$ cat config.mk
export PLATFORM = sky130hd
export DESIGN_NAME = script_tokenizer_top
export DESIGN_NICKNAME = d
export VERILOG_FILES = /design/src/hdl/stok_pkg.sv /design/src/hdl/stok_in_reg.sv /design/src/hdl/stok_lexer.sv /design/src/hdl/stok_out_reg.sv /design/src/hdl/script_tokenizer_top.sv
export SDC_FILE = /design/constraint.sdc
export NUM_CORES = 1
export LEC_CHECK = 0
export BUFFER_PORTS_ARGS = -buffer_cell sky130_fd_sc_hd__buf_2
export CAP_MARGIN = 25
export CORE_UTILIZATION = 45
export DETAILED_ROUTE_END_ITERATION = 10
export PLACE_DENSITY_LB_ADDON = 0.15
export REMOVE_ABC_BUFFERS = 1
export SETUP_SLACK_MARGIN = 0.05
export SLEW_MARGIN = 10
export SYNTH_ARGS = -nofsm -noshare
export SYNTH_HDL_FRONTEND = slang
export SYNTH_SLANG_ARGS = --single-unit
$ cat constraint.sdc
create_clock -name clock -period 6.07 [get_ports clock]
set_input_delay 0.3035 -clock clock [delete_from_list [all_inputs] [get_ports clock]]
set_output_delay 0.3035 -clock clock [all_outputs]
set_load 0.1 [all_outputs]
$ cat src/hdl/stok_pkg.sv
// ----------------------------------------------------------------------------
// stok_pkg - script tokenizer shared definitions
// Character codes, lexer modes, line counter sizing and the result record.
// ----------------------------------------------------------------------------
package stok_pkg;

   // Line counter width and the width of the reported line number
   localparam int LINE_BITS  = 20;
   localparam int LINE_OUT_W = 20;

   // Character codes
   localparam logic [7:0] CH_SEMI  = 8'h3B;
   localparam logic [7:0] CH_QUOTE = 8'h22;
   localparam logic [7:0] CH_LF    = 8'h0A;
   localparam logic [7:0] CH_CR    = 8'h0D;
   localparam logic [7:0] CH_SPACE = 8'h20;

   // Lexer modes, one-hot
   typedef enum logic [3:0] {
      MODE_BETWEEN = 4'b0001,
      MODE_COMMENT = 4'b0010,
      MODE_QUOTED  = 4'b0100,
      MODE_PLAIN   = 4'b1000
   } mode_type;

   // One result transfer
   typedef struct packed {
      logic [7:0]            token_byte;
      logic                  byte_valid;
      logic                  token_done;
      logic                  was_quoted;
      logic                  newline_before;
      logic [LINE_OUT_W-1:0] line_now;
   } result_type;

   // Fit the line counter into the reported field: zero-extend or truncate
   function automatic logic [LINE_OUT_W-1:0] line_out(input logic [LINE_BITS-1:0] v);
      logic [LINE_BITS+LINE_OUT_W-1:0] wide;
      wide = {{LINE_OUT_W{1'b0}}, v};
      return wide[LINE_OUT_W-1:0];
   endfunction

endpackage

$ cat src/hdl/stok_in_reg.sv
// ----------------------------------------------------------------------------
// stok_in_reg - input register
// Captures one script byte per transfer and holds it until the lexer advances.
// ----------------------------------------------------------------------------
module stok_in_reg (
   input  logic       clock,
   input  logic       reset,
   input  logic       in_valid,
   output logic       in_ready,
   input  logic [7:0] in_byte,
   input  logic       in_last,
   input  logic       advance,
   output logic       held_valid,
   output logic [7:0] held_byte,
   output logic       held_last
);

   logic       valid_ff, valid_in;
   logic [7:0] byte_ff,  byte_in;
   logic       last_ff,  last_in;
   logic       take;

   assign in_ready = !valid_ff || advance;
   assign take     = in_valid && in_ready;

   always_comb begin
      valid_in = take ? 1'b1 : (advance ? 1'b0 : valid_ff);
      byte_in  = take ? in_byte : byte_ff;
      last_in  = take ? in_last : last_ff;
   end

   always_ff @(posedge clock) begin
      if (reset) begin
         valid_ff <= 1'b0;
      end else begin
         valid_ff <= valid_in;
      end
      byte_ff <= byte_in;
      last_ff <= last_in;
   end

   assign held_valid = valid_ff;
   assign held_byte  = byte_ff;
   assign held_last  = last_ff;

endmodule

$ cat src/hdl/stok_lexer.sv
// ----------------------------------------------------------------------------
// stok_lexer - lexer state and per-byte decision
// Holds mode, line count and the skipped-newline flag; decides each byte.
// ----------------------------------------------------------------------------
module stok_lexer (
   input  logic                 clock,
   input  logic                 reset,
   input  logic                 step,
   input  logic [7:0]           cur_byte,
   input  logic                 cur_last,
   output logic                 emit,
   output stok_pkg::result_type result
);

   stok_pkg::mode_type             mode_ff, mode_in;
   logic [stok_pkg::LINE_BITS-1:0] line_ff, line_in;
   logic                           saw_ff,  saw_in;
   logic                           is_ws, is_lf, line_full;
   logic [stok_pkg::LINE_BITS-1:0] line_next;

   assign is_ws     = cur_byte <= stok_pkg::CH_SPACE;
   assign is_lf     = cur_byte == stok_pkg::CH_LF;
   assign line_full = &line_ff;
   assign line_next = line_full ? line_ff : line_ff + 1'b1;

   always_comb begin
      mode_in                = mode_ff;
      line_in                = line_ff;
      saw_in                 = saw_ff;
      emit                   = 1'b0;
      result.token_byte      = 8'h00;
      result.byte_valid      = 1'b0;
      result.token_done      = 1'b0;
      result.was_quoted      = 1'b0;
      result.newline_before  = saw_ff;
      result.line_now        = stok_pkg::line_out(line_ff);

      unique case (mode_ff)
         stok_pkg::MODE_BETWEEN: begin
            if (is_ws) begin
               if (is_lf) begin
                  line_in = line_next;
                  saw_in  = 1'b1;
               end
            end else if (cur_byte == stok_pkg::CH_SEMI) begin
               mode_in = stok_pkg::MODE_COMMENT;
            end else if (cur_byte == stok_pkg::CH_QUOTE) begin
               result.was_quoted = 1'b1;
               mode_in           = stok_pkg::MODE_QUOTED;
               if (cur_last) begin
                  emit              = 1'b1;
                  result.token_done = 1'b1;
               end
            end else begin
               mode_in           = stok_pkg::MODE_PLAIN;
               emit              = 1'b1;
               result.token_byte = cur_byte;
               result.byte_valid = 1'b1;
               result.token_done = cur_last;
            end
         end
         stok_pkg::MODE_COMMENT: begin
            if (is_lf) begin
               line_in = line_next;
               saw_in  = 1'b1;
               mode_in = stok_pkg::MODE_BETWEEN;
            end
         end
         stok_pkg::MODE_QUOTED: begin
            result.was_quoted = 1'b1;
            if (cur_byte == stok_pkg::CH_QUOTE) begin
               emit              = 1'b1;
               result.token_done = 1'b1;
               saw_in            = 1'b0;
               mode_in           = stok_pkg::MODE_BETWEEN;
            end else begin
               if (cur_byte != stok_pkg::CH_CR) begin
                  emit              = 1'b1;
                  result.token_byte = cur_byte;
                  result.byte_valid = 1'b1;
               end
               if (is_lf) begin
                  line_in = line_next;
               end
               if (cur_last) begin
                  emit              = 1'b1;
                  result.token_done = 1'b1;
               end
            end
         end
         stok_pkg::MODE_PLAIN: begin
            emit = 1'b1;
            if (!is_ws && cur_byte != stok_pkg::CH_SEMI) begin
               result.token_byte = cur_byte;
               result.byte_valid = 1'b1;
               result.token_done = cur_last;
            end else begin
               // terminator ends the token, then counts as between tokens
               result.token_done = 1'b1;
               saw_in            = 1'b0;
               mode_in           = stok_pkg::MODE_BETWEEN;
               if (is_lf) begin
                  line_in = line_next;
                  saw_in  = 1'b1;
               end else if (cur_byte == stok_pkg::CH_SEMI) begin
                  mode_in = stok_pkg::MODE_COMMENT;
               end
            end
         end
         default: begin
            mode_in = stok_pkg::MODE_BETWEEN;
         end
      endcase

      // end of script: return to the start state
      if (cur_last) begin
         mode_in = stok_pkg::MODE_BETWEEN;
         line_in = {{(stok_pkg::LINE_BITS-1){1'b0}}, 1'b1};
         saw_in  = 1'b0;
      end
   end

   always_ff @(posedge clock) begin
      if (reset) begin
         mode_ff <= stok_pkg::MODE_BETWEEN;
         line_ff <= {{(stok_pkg::LINE_BITS-1){1'b0}}, 1'b1};
         saw_ff  <= 1'b0;
      end else if (step) begin
         mode_ff <= mode_in;
         line_ff <= line_in;
         saw_ff  <= saw_in;
      end
   end

endmodule

$ cat src/hdl/stok_out_reg.sv
// ----------------------------------------------------------------------------
// stok_out_reg - result register
// Holds one result transfer until the consumer takes it.
// ----------------------------------------------------------------------------
module stok_out_reg (
   input  logic                 clock,
   input  logic                 reset,
   input  logic                 load,
   input  stok_pkg::result_type load_data,
   input  logic                 out_ready,
   output logic                 out_valid,
   output logic                 out_free,
   output stok_pkg::result_type out_data
);

   logic                 valid_ff, valid_in;
   stok_pkg::result_type data_ff,  data_in;

   assign out_free = !valid_ff || out_ready;

   always_comb begin
      valid_in = load ? 1'b1 : (out_ready ? 1'b0 : valid_ff);
      data_in  = load ? load_data : data_ff;
   end

   always_ff @(posedge clock) begin
      if (reset) begin
         valid_ff <= 1'b0;
      end else begin
         valid_ff <= valid_in;
      end
      data_ff <= data_in;
   end

   assign out_valid = valid_ff;
   assign out_data  = data_ff;

endmodule

$ cat src/hdl/script_tokenizer_top.sv
// ----------------------------------------------------------------------------
// script_tokenizer_top - script tokenizer
// A byte transfer passes from the input register through the lexer decision
// into the result register. Throughput: one byte per cycle, unless a byte with a
// result waits for room in the result register; the lexer decision is combinational.
// Reset: synchronous, active high; line count returns to one, lexer to
// between tokens, both registers empty.
// ----------------------------------------------------------------------------
module script_tokenizer_top (
   input  logic        clock,
   input  logic        reset,
   // script byte channel
   input  logic        req_tvalid,
   output logic        req_tready,
   input  logic [7:0]  req_tdata,   // [7:0] script_byte
   input  logic        req_tlast,   // script_last
   // token result channel
   output logic        rsp_tvalid,
   input  logic        rsp_tready,
   output logic [31:0] rsp_tdata,   // [7:0] token_byte, [27:8] line_now, [31:28] zero
   output logic [2:0]  rsp_tuser,   // [0] byte_valid, [1] was_quoted, [2] newline_before
   output logic        rsp_tlast    // token_done
);

   logic                 held_valid;
   logic [7:0]           held_byte;
   logic                 held_last;
   logic                 emit;
   logic                 out_free;
   logic                 advance;
   stok_pkg::result_type lex_result;
   stok_pkg::result_type rsp_result;

   // Advance the held byte when its result has room, or when it makes no result
   assign advance = held_valid && (out_free || !emit);

   stok_in_reg u_in_reg (
      .clock      (clock),
      .reset      (reset),
      .in_valid   (req_tvalid),
      .in_ready   (req_tready),
      .in_byte    (req_tdata),
      .in_last    (req_tlast),
      .advance    (advance),
      .held_valid (held_valid),
      .held_byte  (held_byte),
      .held_last  (held_last)
   );

   // Lexer state moves only when the held byte is consumed
   stok_lexer u_lexer (
      .clock    (clock),
      .reset    (reset),
      .step     (advance),
      .cur_byte (held_byte),
      .cur_last (held_last),
      .emit     (emit),
      .result   (lex_result)
   );

   stok_out_reg u_out_reg (
      .clock     (clock),
      .reset     (reset),
      .load      (advance && emit),
      .load_data (lex_result),
      .out_ready (rsp_tready),
      .out_valid (rsp_tvalid),
      .out_free  (out_free),
      .out_data  (rsp_result)
   );

   // Pack the result transfer
   assign rsp_tdata = {4'b0000, rsp_result.line_now, rsp_result.token_byte};
   assign rsp_tuser = {rsp_result.newline_before, rsp_result.was_quoted,
                       rsp_result.byte_valid};
   assign rsp_tlast = rsp_result.token_done;

endmodule
==> results of run 1 <==
[sequential cells by signal (all words and copies together) (netlist names)]
name	count
u_lexer.saw_ff	1
u_lexer.line_ff	20
u_out_reg.out_data	32
u_in_reg.held_last	1
u_in_reg.held_byte	8
u_lexer.mode_ff	4
u_out_reg.out_valid	1
u_in_reg.held_valid	1
[cell usage in the layout, fill, tap and decap left out, types with 2 or more instances in the layout]
cell and n:
nand3_1 11, buf_2 46, clkbuf_8 9, dfxtp_1 27, or4b_1 3, and3_1 12, a31oi_1 11, clkinv_2 3
nor2_1 22, and2_1 5, and4_1 4, mux2i_1 3, edfxtp_1 41, clkbuf_1 2, conb_1 4, o21ai_0 14
buf_4 4, nor2b_1 10, nand2b_1 4, o31ai_1 6, o311ai_0 6, nor4b_1 4, inv_1 3, nand2_1 19
nor3_1 6, a211oi_1 3, a31o_2 3, nand4b_1 5, o31a_1 2, a21oi_1 20, nand4_1 8, a41oi_1 3
o21ai_1 2
[worst max path at each step]
stage	from	to	slack (ps)	depth (start not counted)
final	u_lexer.mode_ff[0]	u_out_reg.out_data[1]	3020	6
after global routing	u_lexer.mode_ff[0]	u_out_reg.out_data[1]	2800	6
after CTS	u_lexer.mode_ff[0]	u_out_reg.out_data[1]	3010	6
after detailed placement	u_lexer.mode_ff[0]	u_out_reg.out_data[1]	3050	6
after global placement	u_lexer.mode_ff[0]	u_out_reg.out_data[0]	3130	6
after floorplan	u_lexer.mode_ff[3]	u_out_reg.out_data[0]	2630	5
[power by group through the flow]
stage / Clock (mW) / Sequential [mW] / Combinational (mW)
after global routing: 0.377 / 0.524 / 0.181
after CTS: 0.357 / 0.522 / 0.173
final: 0.348 / 0.522 / 0.172
after detailed placement: 0 / 0.532 / 0.172
after global placement: 0 / 0.531 / 0.172
after floorplan: 0 / 0.622 / 0.0504
[through the flow]
| step | hold WS [ps] | power, mW | cell area [um2] | instances | worst slack [ps] |
|---|---|---|---|---|---|
| after floorplan | 373 | 0.672 | 3210 | 292 | 2630 |
| final | 136 | 1.04 | 3770 | 454 | 3020 |
| after global routing | 124 | 1.08 | 3770 | 454 | 2800 |
| after global placement | 415 | 0.703 | 3590 | 438 | 3130 |
| after detailed placement | 419 | 0.704 | 3590 | 438 | 3050 |
| after CTS | 126 | 1.05 | 3770 | 454 | 3010 |
[Yosys cell counts (2+ instances only)]
cell	n	share of area
a211oi_1	3	0.0068
a21oi_1	20	0.030
a31o_2	3	0.0079
a31oi_1	11	0.021
a41oi_1	3	0.0079
and2_1	5	0.0094
and3_1	12	0.023
and4_1	4	0.011
buf_2	8	0.012
buf_4	6	0.014
buf_6	2	0.0068
clkbuf_1	6	0.0068
dfxtp_1	27	0.16
edfxtp_1	41	0.37
inv_1	3	0.0034
mux2i_1	3	0.0090
nand2_1	19	0.021
nand2b_1	4	0.0075
nand3_1	11	0.017
nand4_1	8	0.015
nand4b_1	5	0.013
nor2_1	23	0.026
nor2b_1	10	0.019
nor3_1	6	0.0090
nor4b_1	4	0.011
o21ai_0	14	0.021
o21ai_1	2	0.0030
o311ai_0	6	0.016
o31a_1	2	0.0053
o31ai_1	6	0.014
or4b_1	3	0.0090
[cell families (layout without fill, tap and decap cells)]
family,count (synthesis),in the layout,synth area share
simple gates,127,127,0.232
compound gates,86,86,0.179
flops,68,68,0.533
buf+inv,25,69,0.0425
mux,3,3,0.00903
fa+ha+maj,1,1,0.00376
other cells,1,4,0.00113
[final cells by class]
cell class | count | area [um2] | share of cell area
clock inverter | 5 | 52.6 | 0.0139
clock buffer | 11 | 131 | 0.0348
inverter | 3 | 11.3 | 0.00298
timing repair buffer | 50 | 260 | 0.0690
multi-input combinational | 221 | 1430 | 0.378
sequential | 68 | 1770 | 0.469
tap | 96 | 120 | 0.0318
[worst reg2reg max path, delay by kind of cell (launching register included)]
kind                   cells  cell delay, ps
AOI/OAI and AO/OA          1             340
buffers and inverters      1             400
DFF                        1             470
and+or+nand+nor            4            1500
[layer usage]
metal | routed length (um) | global-route usage
met5 | 0 | 0
met2 | 3280 | 0.300
met4 | 128 | 0.0939
met3 | 381 | 0.0320
met1 | 3420 | 0.280
==> results.cfg, run 1 <==
[sta]
hold_violations = 0
fmax_ghz = 0.327
skew_ps = 9.55
rsz0062_at_grt = false
tns_ps = 0
finalSetupViolations = 0
tightest_slew_ps = 1030
maxSlewViolCount = 0
relSlewSlack = 0.312
post-route-period-util = 0.503
period_needed_ps = 3050

[setup_path]
worstReg2RegStart = u_lexer.mode_ff[0]
r2r_slack_ps = 3020
cpPeakStageDelay_ps = 660
cp-start-kind = flop
crit_required_ps = 6080
crit_arrival_ps = 3060
path_cells = or4b_1, nand3b_1, o21ai_0, nand2_1, nor2_2, buf_4
timing.critical_path.max_delay_family = simple AND/OR/NAND/NOR gates
crit_buf_inv = 1
cp_max_fo = 23
slowest_stage = or4b_1
crit_type = reg -> reg
worstReg2RegEnd = u_out_reg.out_data[1]
endpoint_kind = flop
r2r_cells = 6

[routing]
drc = 0
num_vias = 2671
routed_via_density = 5.88
wl_per_cell_um = 15.9
wl_um = 7210
drt_pass1_iterations = 5
dr.first_iter.drc_count = 208
final_antenna_net_count = 0

[die]
io_pins = 51
row_count = 30
die_x_um = 88.0
initial_core_util = 0.476
fp.dieArea_um2 = 7740
die_y_um = 88.0
coreArea_um2 = 6980

[global_routing]
overflow = 0
antenna_found_initial = 0
grt_max_degree = 33
grt_pass1_vias = 2360
grt_pass1_wl_um = 11600
grtUsageTotal = 0.199

[min_path]
worstHoldStart = req_tdata[1]
hp-class = in -> reg
hold_depth = 1
min_to = u_in_reg.held_byte[1]

[clock_tree]
cts_hold_buf = 0
clockBufferDepth = 2
clk_pin_slew_ps = 70
cts_tree = done
post_cts_buffers = 0
cts-buffers-inserted = 9
clk_latency_ps = 340
htree_levels = 3
clock_sinks = 68
cts_resized = 0
clockRootBuffer = clkbuf_8

[power]
p_int_uw = 725
combPwrFrac = 0.165
vdd_drop_max_mv = 0.128
power.switching_uw = 318
switching_share = 0.305
p_clk_frac = 0.334
power.density_nw_per_um2 = 276
p_leak_nw = 1.34
p_seq_frac = 0.501

[synthesis]
synth_edf_count = 41
ys_dominant_reg_cell = edfxtp_1
ys_seq_elements = 68
synth_cell_types = 62
ys_warn_count = 0
syn_avg_cell_area_um2 = 10.7
synth_cells = 311
synth_async_sr_flop_share = 0
ys_seq_area_frac = 0.533
syn_area_um2 = 3330

[cells_and_area]
antenna_cells = 0
drive_above_1_share = 0.221
utilization = 0.541
area_growth_pct = 13.5
fillers = 654
nets = 367

[place]
dp_hpwl_um = 4820
gp_congestion = 0.826
portBuffers = 46

[run_status]
status = complete, no violations

[job]
max-cap-violations = 0
Note: power is estimated with default switching activity, not from simulation.
==> run 2, diff against run 1 <==
==> constraint.sdc (replaced) <==
create_clock -name clock -period 2.4 [get_ports clock]
set_input_delay 0.12 -clock clock [delete_from_list [all_inputs] [get_ports clock]]
set_output_delay 0.12 -clock clock [all_outputs]
set_load 0.1 [all_outputs]
==> results.cfg, run 2 (synthesis gave the netlist of run 1 again) <==
[run_status]
status = complete, no violations

[routing]
routed_via_density = 5.74
final_antenna_net_count = 0
drc = 0
wl_um = 7730
num_vias = 2841
drt_pass1_iterations = 4
dr.first_iter.drc_count = 165
wl_per_cell_um = 15.6

[cells_and_area]
final_common_cell = buf_2
register_area_um2 = 1770
multi_input_area_um2 = 1470
drive_above_1_share = 0.293
final_cell_mix = 45 x buf_2, 41 x edfxtp_1, 34 x buf_4
antenna_cells = 0
largest_reg_flops = 32
nets = 408
fillers = 626
area_growth_pct = 25.9

[clock_tree]
clk_pin_slew_ps = 80
clockRootBuffer = clkbuf_8
cts_tree = done
htree_levels = 3
cts-buffers-inserted = 9
clk_latency_ps = 350
clockBufferDepth = 2
clock_sinks = 68

[die]
row_count = 30
coreArea_um2 = 6980
fp.dieArea_um2 = 7740
die_x_um = 88.0
die_y_um = 88.0
initial_core_util = 0.476
io_pins = 51

[global_routing]
grtUsageTotal = 0.215
grt_max_degree = 33
grt_pass1_vias = 2566
grt_pass1_wl_um = 12600
antenna_found_initial = 0
overflow = 0

[sta]
relSlewSlack = 0.605
finalSetupViolations = 0
tightest_slew_ps = 590
fmax_ghz = 0.443
tns_ps = 0
skew_ps = 11.2
period_needed_ps = 2260
fin_hold_ws_ps = 61.3
hold_violations = 0
post-route-period-util = 0.941
maxSlewViolCount = 0
rsz0062_at_grt = true

[setup_path]
cp-start-kind = flop
crit_required_ps = 2640
crit_type = reg -> reg
endpoint_kind = flop
crit_arrival_ps = 2490
cp_max_fo = 10
r2r_cells = 8

[place]
dp_hpwl_um = 5150
portBuffers = 46
gp_congestion = 0.870

[power]
power.density_nw_per_um2 = 647
p_leak_nw = 1.55
vdd_drop_max_mv = 0.339
power_mw = 2.71

[min_path]
hp-class = in -> reg
hold_depth = 3

[job]
max-cap-violations = 0
run 2: cell count changes in the layout (fill, tap and decap cells not counted), sizes merged:
cell         before  now
clkinv            3    4
dlygate4sd3       0    9
buf              50   81
run 2: final cells by class:
cell class | count | share of cell area
sequential | 68 | 0.423
tap | 96 | 0.0287
clock buffer | 10 | 0.0305
multi-input combinational | 221 | 0.350
clock inverter | 6 | 0.0132
timing repair buffer | 91 | 0.152
inverter | 3 | 0.00269
run 2: repair_timing:
action | in CTS | in global routing
setup buffers | 0 | 3
gates resized for setup | 2 | 9
hold buffers | 9 | 0
cloned | 0 | 1
hold endpoints to repair | 9 | 0
endpoints found under the setup margin | 10 | 53
pin swaps | 0 | 3
run 2: per-layer routing:
metal  GRT usage  share of wire
met5           0              0
met4      0.0820          0.019
met2       0.345           0.46
met3      0.0415          0.052
met1       0.286           0.47
run 2: report_power, final:
group / internal, mW / total, mW / switching [mW]
logic: 0.116 / 0.507 / 0.390
registers: 1.29 / 1.31 / 0.0210
clock network: 0.469 / 0.894 / 0.424
run 2: critical path, stage by stage, from the launching register on:
cell and delay [ps]:
edfxtp_1 470, buf_4 180, nor4_2 230, nand4b_1 190, o2111ai_2 230, nand3_2 130, buf_12 170, o311a_1 330
a31o_2 210
run 2: worst paths after layout:
check	from	to	slack [ps]
worst max register to register	u_in_reg.held_byte[4]	u_lexer.line_ff[16]	140
worst min-delay path	req_tvalid	u_in_reg.held_valid	60
worst max-delay path	u_in_reg.held_byte[4]	u_lexer.line_ff[16]	140
worst min register to register	u_lexer.saw_ff	u_out_reg.out_data[20]	440
run 2: per-stage QoR:
step,cell area [um2],setup WS [ps],cells,utilization
2_1_floorplan,3210,-1040,292,-
3_3_place_gp,3820,18.0,466,0.548
3_5_place_dp,3820,-51.0,466,0.548
4_1_cts,4100,77.2,491,0.588
5_1_grt,4190,13.2,495,0.600
6_report,4190,142,495,0.600
